==> src/sv/assert_macros.svh <==
// Assertion helpers used by the file that checks the block.
`ifndef ASSERT_MACROS_SVH
`define ASSERT_MACROS_SVH

// Property that must hold in the same cycle as its trigger.
`define GSLI_ASSERT_NOW(label, ante, cons, msg) \
	label: assert property (@(posedge clk) disable iff (!arst_n) (ante) |-> (cons)) \
		else $error(msg);

// Property that must hold in the cycle after its trigger.
`define GSLI_ASSERT_NEXT(label, ante, cons, msg) \
	label: assert property (@(posedge clk) disable iff (!arst_n) (ante) |=> (cons)) \
		else $error(msg);

`endif

==> src/sv/gsli_pkg.sv <==
`timescale 1ns / 1ps
// ----------------------------------------------------------------------------
// gsli_pkg
// Shared constants, operation codes and control types of the grid search
// interpolator.
// ----------------------------------------------------------------------------
package gsli_pkg;

	localparam int GRID_DEPTH_DEF  = 1024;
	localparam int VALUE_BITS_DEF  = 32;
	localparam int POLICY_BITS_DEF = 8;
	localparam int MODE_W          = 3;
	localparam int PTS_RESET       = 2;

	localparam logic [MODE_W-1:0] MODE_WR_GRID   = 3'd0;
	localparam logic [MODE_W-1:0] MODE_WR_FUNC   = 3'd1;
	localparam logic [MODE_W-1:0] MODE_WR_POLICY = 3'd2;
	localparam logic [MODE_W-1:0] MODE_INTERP    = 3'd3;
	localparam logic [MODE_W-1:0] MODE_CHOICE    = 3'd4;

	typedef enum logic [3:0] {
		OP_IDLE, OP_RD_LOW, OP_RD_HIGH, OP_CHK_HIGH, OP_SRCH_RD, OP_SRCH_CMP,
		OP_FETCH0, OP_FETCH1, OP_FETCH2, OP_MUL_LO, OP_MUL_HI, OP_DIV_INIT,
		OP_DIV_STEP, OP_FINISH
	} dp_op_t;

	typedef enum logic [3:0] {
		ST_IDLE, ST_RD_LOW, ST_RD_HIGH, ST_CHK_HIGH, ST_SRCH_RD, ST_SRCH_CMP,
		ST_FETCH0, ST_FETCH1, ST_FETCH2, ST_MUL_LO, ST_MUL_HI, ST_DIV_INIT,
		ST_DIV_STEP, ST_FINISH
	} ctl_state_t;

	typedef struct packed {
		dp_op_t op;
		logic   accept;
		logic   out_load;
	} cmd_t;

	typedef struct packed {
		logic below;
		logic at_high;
		logic more_init;
		logic more;
		logic choice;
		logic degenerate;
	} sts_t;

endpackage

==> src/sv/gsli_ctrl.sv <==
`timescale 1ns / 1ps
// ----------------------------------------------------------------------------
// gsli_ctrl
// Sequencer of the grid search interpolator: search, fetch, multiply,
// divide and hand-off to the output register.
// ----------------------------------------------------------------------------
module gsli_ctrl #(
	parameter int VALUE_BITS = gsli_pkg::VALUE_BITS_DEF
) (
	input  logic                        clk,
	input  logic                        arst_n,
	input  logic                        in_valid,
	output logic                        in_ready,
	input  logic [gsli_pkg::MODE_W-1:0] in_mode,
	output logic                        out_valid,
	input  logic                        out_ready,
	output gsli_pkg::cmd_t              cmd,
	input  gsli_pkg::sts_t              sts
);

	localparam int DIV_CW = $clog2(VALUE_BITS + 1);

	gsli_pkg::ctl_state_t state_q, state_d;
	logic [DIV_CW-1:0]    cnt_q;
	logic                 ov_q;
	logic                 accept, is_query, out_load;

	assign in_ready = (state_q == gsli_pkg::ST_IDLE);
	assign accept   = in_valid && in_ready;
	assign is_query = (in_mode == gsli_pkg::MODE_INTERP) || (in_mode == gsli_pkg::MODE_CHOICE);
	assign out_load = (state_q == gsli_pkg::ST_FINISH) && (!ov_q || out_ready);
	assign out_valid = ov_q;

	always_comb begin
		state_d = state_q;
		case (state_q)
			gsli_pkg::ST_IDLE:     if (accept && is_query) state_d = gsli_pkg::ST_RD_LOW;
			gsli_pkg::ST_RD_LOW:   state_d = gsli_pkg::ST_RD_HIGH;
			gsli_pkg::ST_RD_HIGH:  state_d = sts.below ? gsli_pkg::ST_FETCH0 : gsli_pkg::ST_CHK_HIGH;
			gsli_pkg::ST_CHK_HIGH: begin
				if (sts.at_high || !sts.more_init) state_d = gsli_pkg::ST_FETCH0;
				else state_d = gsli_pkg::ST_SRCH_RD;
			end
			gsli_pkg::ST_SRCH_RD:  state_d = gsli_pkg::ST_SRCH_CMP;
			gsli_pkg::ST_SRCH_CMP: state_d = sts.more ? gsli_pkg::ST_SRCH_RD : gsli_pkg::ST_FETCH0;
			gsli_pkg::ST_FETCH0:   state_d = gsli_pkg::ST_FETCH1;
			gsli_pkg::ST_FETCH1:   state_d = sts.choice ? gsli_pkg::ST_FINISH : gsli_pkg::ST_FETCH2;
			gsli_pkg::ST_FETCH2:   state_d = sts.degenerate ? gsli_pkg::ST_FINISH : gsli_pkg::ST_MUL_LO;
			gsli_pkg::ST_MUL_LO:   state_d = gsli_pkg::ST_MUL_HI;
			gsli_pkg::ST_MUL_HI:   state_d = gsli_pkg::ST_DIV_INIT;
			gsli_pkg::ST_DIV_INIT: state_d = gsli_pkg::ST_DIV_STEP;
			gsli_pkg::ST_DIV_STEP: if (cnt_q == DIV_CW'(VALUE_BITS)) state_d = gsli_pkg::ST_FINISH;
			gsli_pkg::ST_FINISH:   if (out_load) state_d = gsli_pkg::ST_IDLE;
			default:               state_d = gsli_pkg::ST_IDLE;
		endcase
	end

	always_comb begin
		cmd.accept   = accept;
		cmd.out_load = out_load;
		case (state_q)
			gsli_pkg::ST_IDLE:     cmd.op = gsli_pkg::OP_IDLE;
			gsli_pkg::ST_RD_LOW:   cmd.op = gsli_pkg::OP_RD_LOW;
			gsli_pkg::ST_RD_HIGH:  cmd.op = gsli_pkg::OP_RD_HIGH;
			gsli_pkg::ST_CHK_HIGH: cmd.op = gsli_pkg::OP_CHK_HIGH;
			gsli_pkg::ST_SRCH_RD:  cmd.op = gsli_pkg::OP_SRCH_RD;
			gsli_pkg::ST_SRCH_CMP: cmd.op = gsli_pkg::OP_SRCH_CMP;
			gsli_pkg::ST_FETCH0:   cmd.op = gsli_pkg::OP_FETCH0;
			gsli_pkg::ST_FETCH1:   cmd.op = gsli_pkg::OP_FETCH1;
			gsli_pkg::ST_FETCH2:   cmd.op = gsli_pkg::OP_FETCH2;
			gsli_pkg::ST_MUL_LO:   cmd.op = gsli_pkg::OP_MUL_LO;
			gsli_pkg::ST_MUL_HI:   cmd.op = gsli_pkg::OP_MUL_HI;
			gsli_pkg::ST_DIV_INIT: cmd.op = gsli_pkg::OP_DIV_INIT;
			gsli_pkg::ST_DIV_STEP: cmd.op = gsli_pkg::OP_DIV_STEP;
			gsli_pkg::ST_FINISH:   cmd.op = gsli_pkg::OP_FINISH;
			default:               cmd.op = gsli_pkg::OP_IDLE;
		endcase
	end

	always_ff @(posedge clk or negedge arst_n) begin
		if (!arst_n) begin
			state_q <= gsli_pkg::ST_IDLE;
			cnt_q   <= '0;
			ov_q    <= 1'b0;
		end else begin
			state_q <= state_d;
			if (state_q == gsli_pkg::ST_DIV_INIT) begin
				cnt_q <= '0;
			end else if (state_q == gsli_pkg::ST_DIV_STEP) begin
				cnt_q <= cnt_q + DIV_CW'(1);
			end
			if (out_load) begin
				ov_q <= 1'b1;
			end else if (out_ready) begin
				ov_q <= 1'b0;
			end
		end
	end

endmodule
==> config.mk <==
export PLATFORM = sky130hd
export DESIGN_NAME = gsli_ctrl
export DESIGN_NICKNAME = d
export VERILOG_FILES = /design/src/sv/assert_macros.svh /design/src/sv/gsli_pkg.sv /design/src/sv/gsli_ctrl.sv
export SDC_FILE = /design/constraint.sdc
export NUM_CORES = 1
export LEC_CHECK = 0
export BUFFER_PORTS_ARGS = -buffer_cell sky130_fd_sc_hd__buf_4
export CAP_MARGIN = 10
export CORE_UTILIZATION = 50
export CTS_CLUSTER_SIZE = 25
export DETAILED_ROUTE_END_ITERATION = 8
export GPL_TIMING_DRIVEN = 0
export PLACE_DENSITY_LB_ADDON = 0.05
export SETUP_SLACK_MARGIN = 0.1
export SYNTH_ARGS = -nofsm -noshare
export SYNTH_HDL_FRONTEND = slang
export SYNTH_SLANG_ARGS = --single-unit
export TNS_END_PERCENT = 100
==> constraint.sdc <==
create_clock -name clk -period 4.2 [get_ports clk]
set_input_delay 0.42 -clock clk [delete_from_list [all_inputs] [get_ports clk]]
set_output_delay 0.42 -clock clk [all_outputs]
set_load 0.005 [all_outputs]
# After elaboration in Yosys (flattened, before gate mapping)
# Memories as Yosys holds them, arrays and structs flattened.
# Cells that the tools add are included.
# W data, S select, Z words.
op_classes:
  mux: 13
  multipliers: 0
  shift: 0
  order_cmp: 0
  n_bitwise: 0
  div: 0
  eq_ne: 19
  reduce_logical: 12
  n_addsub: 1
op_table:
  columns: ["op", "n"]
  rows:
  - ["$pmux W4 S14", 1]
  - ["$eq A4 B4 Y1 const B", 6]
  - ["$eq A4 B3 Y1 const B", 4]
  - ["$mux W4", 3]
  - ["$mux W6", 2]
  - ["$mux W3", 3]
  - ["$eq A4 B2 Y1 const B", 2]
  - ["$add A6 B1 Y6 const B", 1]
  - ["$eq A6 B6 Y1 const B", 1]
  - ["$eq A4 B1 Y1 const B", 1]
  - ["$logic_not A4 Y1", 1]
  - ["$mux W2", 2]
  - ["$ne A2 B2 Y1 const B", 2]
  - ["$reduce_bool A2 Y1", 2]
  - ["$eq A3 B2 Y1 const B", 1]
  - ["$eq A3 B3 Y1 const B", 1]
  - ["$logic_and A1 B1 Y1", 3]
  - ["$logic_or A1 B1 Y1", 3]
  - ["$reduce_and A3 Y1", 1]
  - ["$logic_not A1 Y1", 2]
  - ["$mux W1", 2]
  - ["$ne A2 B1 Y1 const B", 1]
word_totals:
  rom_bits: 64
  wordCells: 49
  latch_bits: 0
  out_inout_bits: 8
  memories: 1
  ramBits: 0
  register_bits: 11
  input_bits: 13
memory_table:
  columns: ["memory", "depth", "word_bits", "read_ports", "rd_ports_with_merged_regs", "wr", "line_no", "text"]
  rows:
  - ["(name not given)", 16, 4, 1, 0, 0, "gsli_ctrl.sv:61", "case (state_q)"]

# Longest topological paths before layout
# Gate-level depths: netlist of run 1.
depth:
  ltp_word: 5
  mapped_depth: 6
  depth_no_buf: 6

# Worst setup path before layout of run 1
# No wires, ideal clock.
synth_timing:
  kind: "flip-flop to output port"
  start: "register state_q[0]"
  end: "output port cmd[0] (netlist name)"
  setup_slack_ns: 2.700
  t_arrival_ns: 1.080
  stages_incl_launch_ff: 6
  path_buffers: 2
  required_ns: 3.780
  path_cell_list: "dfrtp_1 buf_6 inv_1 or3_1 nor2b_1 buf_4"
synth_via:
  elab_chain_cells: 2
synth_lines:
  columns: ["element", "line_no", "text"]
  rows:
  - ["start, declared", "gsli_ctrl.sv:23", "gsli_pkg::ctl_state_t state_q, state_d;"]
  - ["start signal, assigned", "gsli_ctrl.sv:82", "state_q <= gsli_pkg::ST_IDLE;"]
  - ["start signal, assigned", "gsli_ctrl.sv:86", "state_q <= state_d;"]
  - ["$eq A4 B4 Y1", "gsli_ctrl.sv:31", "assign out_load = (state_q == gsli_pkg::ST_FINISH) && (!ov_q || out_ready);"]
  - ["$logic_and A1 B1 Y1", "gsli_ctrl.sv:31", null]
  - ["end, declared", "gsli_ctrl.sv:17", "output gsli_pkg::cmd_t cmd,"]
# No other way between the ends.

# Worst setup path in the final report of run 1
layout_timing:
  start: "register state_q[3]"
  end: "output port cmd[0] (netlist name)"
# Same word-level chain as after synthesis.

==> impl_metrics.tcl, run 1 <==
set metrics [dict create \
    antenna_found_initial 0 \
    dieHeight_um 41.1 \
    crit_path_frequent_cell "buf_4" \
    fp-row-count 13 \
    fin_skew_ns 0.000532 \
    met2WireLength_um 688 \
    crit_slowest_cell "dfrtp_1" \
    critPathCaptureType "output port" \
    top_layer "met4" \
    synthToLayoutAreaGrowth_pct 26.8 \
    yosysMostFrequentCell "dfrtp_1" \
    fill_cells 122 \
    start_util_pct 56.0 \
    synthXorXnorAreaFrac_pct 5.73 \
    dpl_worst_slack_ns 2.53 \
    synth_common_cells "dfrtp_1 (11), nor2_1 (10), a21oi_1 (7)" \
    wirelength_met1_um 750 \
    yosys.area_share.simple_pct 26.0 \
    ys_ff_latch 11 \
    ctsResizeCount 0 \
    finalSetupViolCount 0 \
    post_cts.repair.setup_buffers 0 \
    report.final.slew_viol_count 0 \
    chipWidth_um 41.1 \
    grt_max_degree 12 \
    rsz0062_at_grt "no" \
    synthAdderAreaFrac_pct 3.27 \
    gr-total-overflow 0 \
    crit_buf_inv 2 \
    yosys.area.top_type_share_pct 36.0 \
    worst_slew_pin_slew_ns 0.413 \
    cp_max_fo 6 \
    core_um2 1370 \
    clockBufferDepth 2 \
    clkSlewWorstSetupHoldPaths_ns 0.07 \
    cts_buffers 3 \
    wl_met3_um 76 \
    synth_top_family_by_area "simple AND/OR/NAND/NOR gates" \
    cap_violations 0 \
    ant_nets 0 \
    grt_first_pass_wirelength_um 2430 \
    grt_pass1_vias 556 \
    hold_violations 0 \
    synth_cell_types 36 \
    clock_latency_ns 0.27 \
    wire_per_inst_um 12.2 \
    syn_inst 86 \
    boundaryPins 21 \
    synthArstFlopShare_pct 100 \
    worst_setup_path_start_kind "register" \
    drive_above_1_share_pct 30.6 \
    htreeDepth 1 \
    outcome "complete, no violations" \
    yosys_warnings 0 \
    drtIter0Drc 5 \
    root_buffer "clkbuf_4" \
    synthesis.nets 101 \
    synth_edf_count 0 \
    slew_headroom_pct 72.0 \
    cts_hold_buf 1 \
    ys_seq_area_share_pct 36.0 \
    grtUsageTotal_pct 23.1 \
    power.leakage_nw 0.477 \
    critical_path_class "register to output port" \
    setup_tns_ns 0 \
    hp-class "input port to register" \
    place_hpwl_um 1180 \
    drt-total-wl_um 1530 \
    path_cells "nand2_1 > or3_1 > nor2b_1 > buf_4 > buf_4" \
    worstPathRequired_ns 3.78 \
    netlist.top_cell.by_area "dfrtp_1" \
    drtPass1Iterations 2 \
    slowest_delay_ns 0.46 \
    period_share_pct 46.6 \
    synth-compound-area-share_pct 18.5 \
    diodes 0 \
    drc 0 \
    cts_tree "done" \
    synthFlopType "dfrtp_1" \
    cts.sinks 11 \
    cp_data_arrival_time_ns 1.54 \
    port-buffer-count 20 \
    place.gp.congestion 0.799 \
    fmaxAchievable_mhz 511 \
    min_period_ns 1.96 \
    netlist_top_cells_area "dfrtp_1 (36%), nor2_1 (4.9%), a21oi_1 (4.6%)" \
    synth.area.mux_share_pct 0 \
    nNetsFinal 127 \
    vias 663 \
    viasPerCell 5.26 \
    crit_family "simple AND/OR/NAND/NOR gates" \
    synth_area_per_cell_um2 8.89 \
    power.density_nw_per_um2 606 \
    synth_area_um2 764 \
    peakVddDrop_uv 360 \
    worst_slack_ns 2.24 \
    dieArea_um2 1690 \
]
==> where the power goes <==
| part | internal [mW] | switching [mW] |
|---|---|---|
| combinational | 0.171 | 0.162 |
| clock | 0.0369 | 0.0355 |
| sequential | 0.142 | 0.0403 |
| total | 0.350 | 0.238 |
==> metal layers <==
metal | track usage [%] | vias to the layer above
met2 | 33.6 | 17
met1 | 29.6 | 295
met5 | 0 | -
met3 | 9.78 | 4
met4 | 9.68 | 0
li1 | - | 347
==> metrics by stage <==
stage / cell area, um^2 / power, mW / utilization (%) / hold slack [ns] / instances
6_report: 970 / 0.588 / 71.0 / 0.503 / 126
4_1_cts: 970 / 0.593 / 71.0 / 0.493 / 126
2_1_floorplan: 764 / 0.414 / - / 0.124 / 86
3_3_place_gp: 933 / 0.507 / 68.3 / 0.258 / 121
3_5_place_dp: 933 / 0.517 / 68.3 / 0.259 / 121
5_1_grt: 970 / 0.643 / 71.0 / 0.497 / 126
==> flip-flops by register name, summed over array words and instances, names as in the netlist <==
name,count
out_valid,1
state_q,4
cnt_q,6
==> final timing paths <==
check | start | end | slack [ns] | depth (start not counted)
worst max-delay path | state_q[3] | cmd[0] | 2.24 | 5
worst min-delay path | out_ready | out_valid | 0.50 | 3
worst max register to register | cnt_q[0] | state_q[2] | 2.65 | 5
worst min register to register | cnt_q[5] | cnt_q[5] | 0.58 | 2
max in group asynchronous | arst_n | state_q[3] | 3.52 | 2
min in group asynchronous | arst_n | state_q[0] | 0.53 | 2
==> placed cells by master, fill, tap and decap left out, types with 2 or more instances in the layout <==
master,synthesis,layout
o21ai_0,4,4
nor2b_1,3,3
dfrtp_1,11,11
a31oi_1,3,3
nand2_1,6,6
buf_4,3,23
nor2_1,10,10
buf_6,3,3
nand4_1,2,2
ha_1,2,2
clkbuf_4,0,3
a21oi_1,7,7
inv_1,5,5
xor2_1,4,4
==> cells by family after synthesis <==
group	count (synthesis)
compound gates	23
buf+inv	12
simple gates	33
fa+ha+maj	2
flops	11
xor+xnor	5
==> worst min-delay path, delay by kind of cell <==
kind	cells	cell delay (ns)
buffers and inverters	1	0.07
and+or+nand+nor	2	0.24
==> layout make-up <==
| class | count | area [um^2] | area share, % |
|---|---|---|---|
| Multi-Input combinational cell | 63 | 409 | 42.2 |
| Sequential cell | 11 | 275 | 28.4 |
| Timing Repair Buffer | 21 | 160 | 16.5 |
| Buffer | 7 | 61.3 | 6.32 |
| Clock buffer | 4 | 26.3 | 2.71 |
| Inverter | 5 | 18.8 | 1.94 |
| Tap cell | 15 | 18.8 | 1.94 |
Note: power is estimated with default switching activity, not from simulation.
==> inputs of run 2 (changes only) <==
ABC_AREA = 1   (was unset)
CORE_UTILIZATION = 46   (was 50)
clock period = 1.8 ns   (was 4.2 ns; I/O delays follow)
==> run 2 against run 1 <==
Hold slack lost 0.39 ns. Sequential cell count is the same. Final area grew 6.1%. Final cell count grew 30%. Combinational power grew 100%. Clock power grew 140%. Non-clock buffer count shrank 5. Routed wire length grew 20%. Via count grew 28%. Critical endpoint is now cmd[1]. Largest cell class unchanged.
==> impl_metrics.tcl, run 2 <==
set metrics [dict create \
    synth_cell_types 19 \
    seq_area_um2 277 \
    drc 0 \
    slew_headroom_pct 83.3 \
    layout_common_cells "nand2_1 (30), buf_4 (22), inv_1 (16), nand3_1 (13), nor2_1 (12)" \
    worst_slew_pin_slew_ns 0.250 \
    synthFlopType "dfrtp_1" \
    syn_inst 123 \
    largest_reg_flops 6 \
    place_hpwl_um 1450 \
    synth_edf_count 0 \
    cts_tree "done" \
    clock_latency_ns 0.27 \
    synthArstFlopShare_pct 100 \
    clkSlewWorstSetupHoldPaths_ns 0.07 \
    netlist_top_cells_area "dfrtp_1 (34%), nand2_1 (14%), nand3_1 (8.0%)" \
    worst_setup_path_start_kind "register" \
    dieHeight_um 44.1 \
    grt_pass1_vias 803 \
    rsz0062_at_grt "yes" \
    drtPass1Iterations 6 \
    cts.sinks 11 \
    cp_data_arrival_time_ns 1.43 \
    ys_ff_latch 11 \
    root_buffer "clkbuf_4" \
    ys_seq_area_share_pct 33.7 \
    cp_max_fo 6 \
    dieArea_um2 1950 \
    yosys_warnings 0 \
    final_util_pct 65.2 \
    wire_per_inst_um 11.3 \
    finalSetupViolCount 0 \
    viasPerCell 5.18 \
    clockBufferDepth 2 \
    htreeDepth 1 \
    synth_area_per_cell_um2 6.64 \
    hold_violations 0 \
    cap_violations 0 \
    setup_tns_ns 0 \
    multiInputGateArea_um2 458 \
    report.final.slew_viol_count 0 \
    synth_area_um2 817 \
    power.density_nw_per_um2 1230 \
    grtUsageTotal_pct 22.7 \
    port-buffer-count 20 \
    power.leakage_nw 0.563 \
    cts_buffers 3 \
    critPathCaptureType "output port" \
    yosysMostFrequentCell "nand2_1" \
    synthesis.nets 138 \
    core_um2 1580 \
    drtIter0Drc 21 \
    synth_common_cells "nand2_1 (30), inv_1 (16), nand3_1 (13), nor2_1 (13), dfrtp_1 (11)" \
    final_common_cell "nand2_1" \
    gr-total-overflow 0 \
    grt_max_degree 12 \
    place.gp.congestion 0.866 \
    start_util_pct 51.8 \
    worstPathRequired_ns 1.62 \
    netlist.top_cell.by_area "dfrtp_1" \
    ant_nets 0 \
    vias 849 \
    synthToLayoutAreaGrowth_pct 25.9 \
    period_share_pct 89.6 \
    fp-row-count 14 \
    min_period_ns 1.61 \
    hp-class "input port to register" \
    diodes 0 \
    fin_skew_ns 0.00267 \
    fill_cells 159 \
    top_register "cnt_q" \
    peakVddDrop_uv 702 \
    outcome "complete, no violations" \
    boundaryPins 21 \
    antenna_found_initial 0 \
    nNetsFinal 164 \
    chipWidth_um 44.1 \
    critical_path_class "register to output port" \
    fmaxAchievable_mhz 620 \
    yosys.area.top_type_share_pct 33.7 \
    drt-total-wl_um 1850 \
    grt_first_pass_wirelength_um 3260 \
    drive_above_1_share_pct 28.4 \
]
[run 2: layout make-up]
class                   count  share of cell area (%)
plain buffers               2                    1.46
clock buffers               3                    2.19
clock inverters             1                   0.487
inverters                  19                    6.93
multi-input cells          91                    44.5
flip-flops and latches     11                    26.9
well taps                  16                    1.95
repair buffers             21                    15.6
[run 2: cells by family after synthesis]
logic type,Yosys count,synth area share [%]
and+or+nand+nor,71,40.6
buffers and inverters,21,10.6
AOI/OAI and AO/OA,18,12.1
DFF,11,33.7
adders and majority gates,2,3.06
[run 2: layer usage]
metal  up-vias  track usage [%]  routed length (um)
met5         -                0                   0
met2        24             40.3                 957
li1        446                -                   -
met4         0             3.64                   0
met1       379             27.8                 806
met3         0             6.12                  83
[run 2: worst max-delay path: stages, from the launching register on]
cell,delay [ns]
dfrtp_1,0.46
nor2_2,0.27
nand2_1,0.13
nor2_1,0.10
buf_4,0.10
buf_4,0.09
[run 2: path summary, 6_finish.rpt]
check / start / end / slack, ns / cells past startpoint
worst min register to register: cnt_q[5] / cnt_q[5] / 0.56 / 2
max in group asynchronous: arst_n / state_q[1] / 1.37 / 2
min in group asynchronous: arst_n / cnt_q[1] / 0.27 / 2
worst max-delay path: state_q[2] / cmd[1] / 0.19 / 5
worst max register to register: state_q[2] / state_q[0] / 0.42 / 6
worst min-delay path: out_ready / out_valid / 0.11 / 2
[run 2: repair_timing]
item | CTS | global route
endpoints found under the hold margin | 11 | 0
resized for setup | 0 | 2
endpoints found under the setup margin | 0 | 2
hold buffers | 1 | 0
buffers inserted | 0 | 0
[run 2: through the flow]
stage               setup WS (ns)  hold slack [ns]  cell area, um^2  power, mW  instances
floorplan                   0.609           -0.116              817      0.859        123
global placement            0.400           0.0199              987       1.08        159
detailed placement          0.391           0.0227              987       1.09        159
CTS                         0.147            0.103             1020       1.27        164
global route               0.0932            0.107             1030       1.40        164
finish                      0.188            0.109             1030       1.27        164
[run 2: report_power, final]
part,internal [mW],switching [mW],total (mW)
Clock,0.0823,0.0886,0.171
Sequential,0.319,0.0972,0.416
Combinational,0.290,0.392,0.682
==> inputs of run 3 (changes only) <==
==> constraint.sdc (replaced) <==
create_clock -name clk -period 1.8 [get_ports clk]
set_input_delay 0.18 -clock clk [delete_from_list [all_inputs] [get_ports clk]]
set_output_delay 0.18 -clock clk [all_outputs]
set_load 0.01 [all_outputs]
==> run 3 against run 2 <==
Clock skew about the same. Maximum frequency is 0.67% lower. Die area stayed put. Critical path depth did not move. Clock power is essentially flat. Largest cell class unchanged.
==> impl_metrics.tcl, run 3 (same netlist as run 2, synthesis figures left out) <==
set metrics [dict create \
    grt_pass1_vias 803 \
    chipWidth_um 44.1 \
    viasPerCell 5.18 \
    dieHeight_um 44.1 \
    finalSetupViolCount 0 \
    cts_tree "done" \
    wire_per_inst_um 11.3 \
    power.density_nw_per_um2 1260 \
    antenna_found_initial 0 \
    setup_tns_ns 0 \
    drc 0 \
    clockBufferDepth 2 \
    fp-row-count 14 \
    drive_above_1_share_pct 29.1 \
    root_buffer "clkbuf_4" \
    largest_reg_flops 6 \
    power_frac_clock_pct 13.2 \
    top_layer "met3" \
    power_switching_uw 604 \
    htreeDepth 1 \
    diodes 0 \
    dpl_worst_slack_ns 0.391 \
    cp_data_arrival_time_ns 1.44 \
    vias 849 \
    drt-total-wl_um 1850 \
    hold_violations 0 \
    nNetsFinal 164 \
    top_register "cnt_q" \
    place_hpwl_um 1450 \
    fin_skew_ns 0.00267 \
    power.leakage_nw 0.562 \
    wl_met3_um 83 \
    report.final.slew_viol_count 0 \
    clkSlewWorstSetupHoldPaths_ns 0.07 \
    period_share_pct 90.1 \
    gr-total-overflow 0 \
    cts.sinks 11 \
    min_period_ns 1.62 \
    peakVddDrop_uv 736 \
    dieArea_um2 1950 \
    p_sw_share_pct 46.5 \
    whs_ns 0.109 \
    rsz0062_at_grt "yes" \
    start_util_pct 51.8 \
    final_common_cell "nand2_1" \
    worst_slew_pin_slew_ns 0.249 \
    cts_buffers 3 \
    wirelength_met1_um 806 \
    synthToLayoutAreaGrowth_pct 26.0 \
    worst_setup_path_start_kind "register" \
    worstReg2RegStart "state_q[2]" \
    drtIter0Drc 21 \
    port-buffer-count 20 \
    ant_nets 0 \
    grt_first_pass_wirelength_um 3260 \
    core_um2 1580 \
    r2r_slack_ns 0.42 \
    drtPass1Iterations 6 \
    grtUsageTotal_pct 22.7 \
    grt_max_degree 12 \
    cp_max_fo 6 \
    power.internal_uw 695 \
    layout_common_cells "nand2_1 (30), buf_4 (22), inv_1 (16), nand3_1 (13), nor2_1 (12)" \
    critPathCaptureType "output port" \
    place.gp.congestion 0.866 \
    critical_path_class "register to output port" \
    cp-startpoint "state_q[2]" \
    boundaryPins 21 \
    slew_headroom_pct 83.4 \
    seq_power_share_pct 32.1 \
    outcome "complete, no violations" \
    worstPathRequired_ns 1.62 \
    hp-class "input port to register" \
    power_frac_comb_pct 54.7 \
    hp-start "out_ready" \
    worst_slack_ns 0.177 \
    met2WireLength_um 957 \
    cap_violations 0 \
    fmaxAchievable_mhz 616 \
    fill_cells 158 \
    clock_latency_ns 0.27 \
]
run 3: critical path, cell delays in order (launching register included):
cell	delay (ns)
dfrtp_1	0.46
nor2_2	0.27
nand2_1	0.13
nor2_1	0.10
buf_4	0.10
buf_4	0.10
run 3: layout make-up:
type	count	area (um^2)	share of cell area, %
sequential	11	278	27.0
tap	16	20.0	1.94
clock inverter	1	5.00	0.486
inverter	19	71.3	6.93
buffer	2	15.0	1.46
multi-input combinational	91	458	44.5
clock buffer	3	22.5	2.19
timing repair buffer	21	160	15.6
run 3: stage by stage:
stage	area (um^2)	util, %	std cells	power (mW)
floorplan	817	-	123	0.886
CTS	1020	65.0	164	1.30
global route	1030	65.3	164	1.43
finish	1030	65.3	164	1.30
detailed placement	987	62.6	159	1.12
global placement	987	62.6	159	1.11
run 3: path summary, 6_finish.rpt:
| path | end | depth (start not counted) |
|---|---|---|
| worst max-delay path | cmd[1] | 5 |
| worst min-delay path | out_valid | 2 |
| worst max register to register | state_q[0] | 6 |
| worst min register to register | cnt_q[5] | 2 |
| max in group asynchronous | state_q[1] | 2 |
| min in group asynchronous | cnt_q[1] | 2 |
run 3: power groups by stage:
stage	sequential [mW]	clock (mW)	combinational (mW)
5_1_grt	0.435	0.189	0.802
4_1_cts	0.409	0.177	0.716
6_report	0.418	0.171	0.711
3_5_place_dp	0.411	0	0.712
3_3_place_gp	0.410	0	0.697
2_1_floorplan	0.393	0	0.493
run 3: layer usage:
layer  up-vias  global-route usage [%]
met1       379                    27.8
met3         0                    6.12
met5         -                       0
li1        446                       -
met4         0                    3.64
met2        24                    40.3
run 3: repair_timing:
| action | in CTS | in global routing |
|---|---|---|
| setup endpoints to repair | 0 | 2 |
| hold buffers | 1 | 0 |
| endpoints found under the hold margin | 11 | 0 |
| resized for setup | 0 | 3 |
| buffers inserted | 0 | 0 |
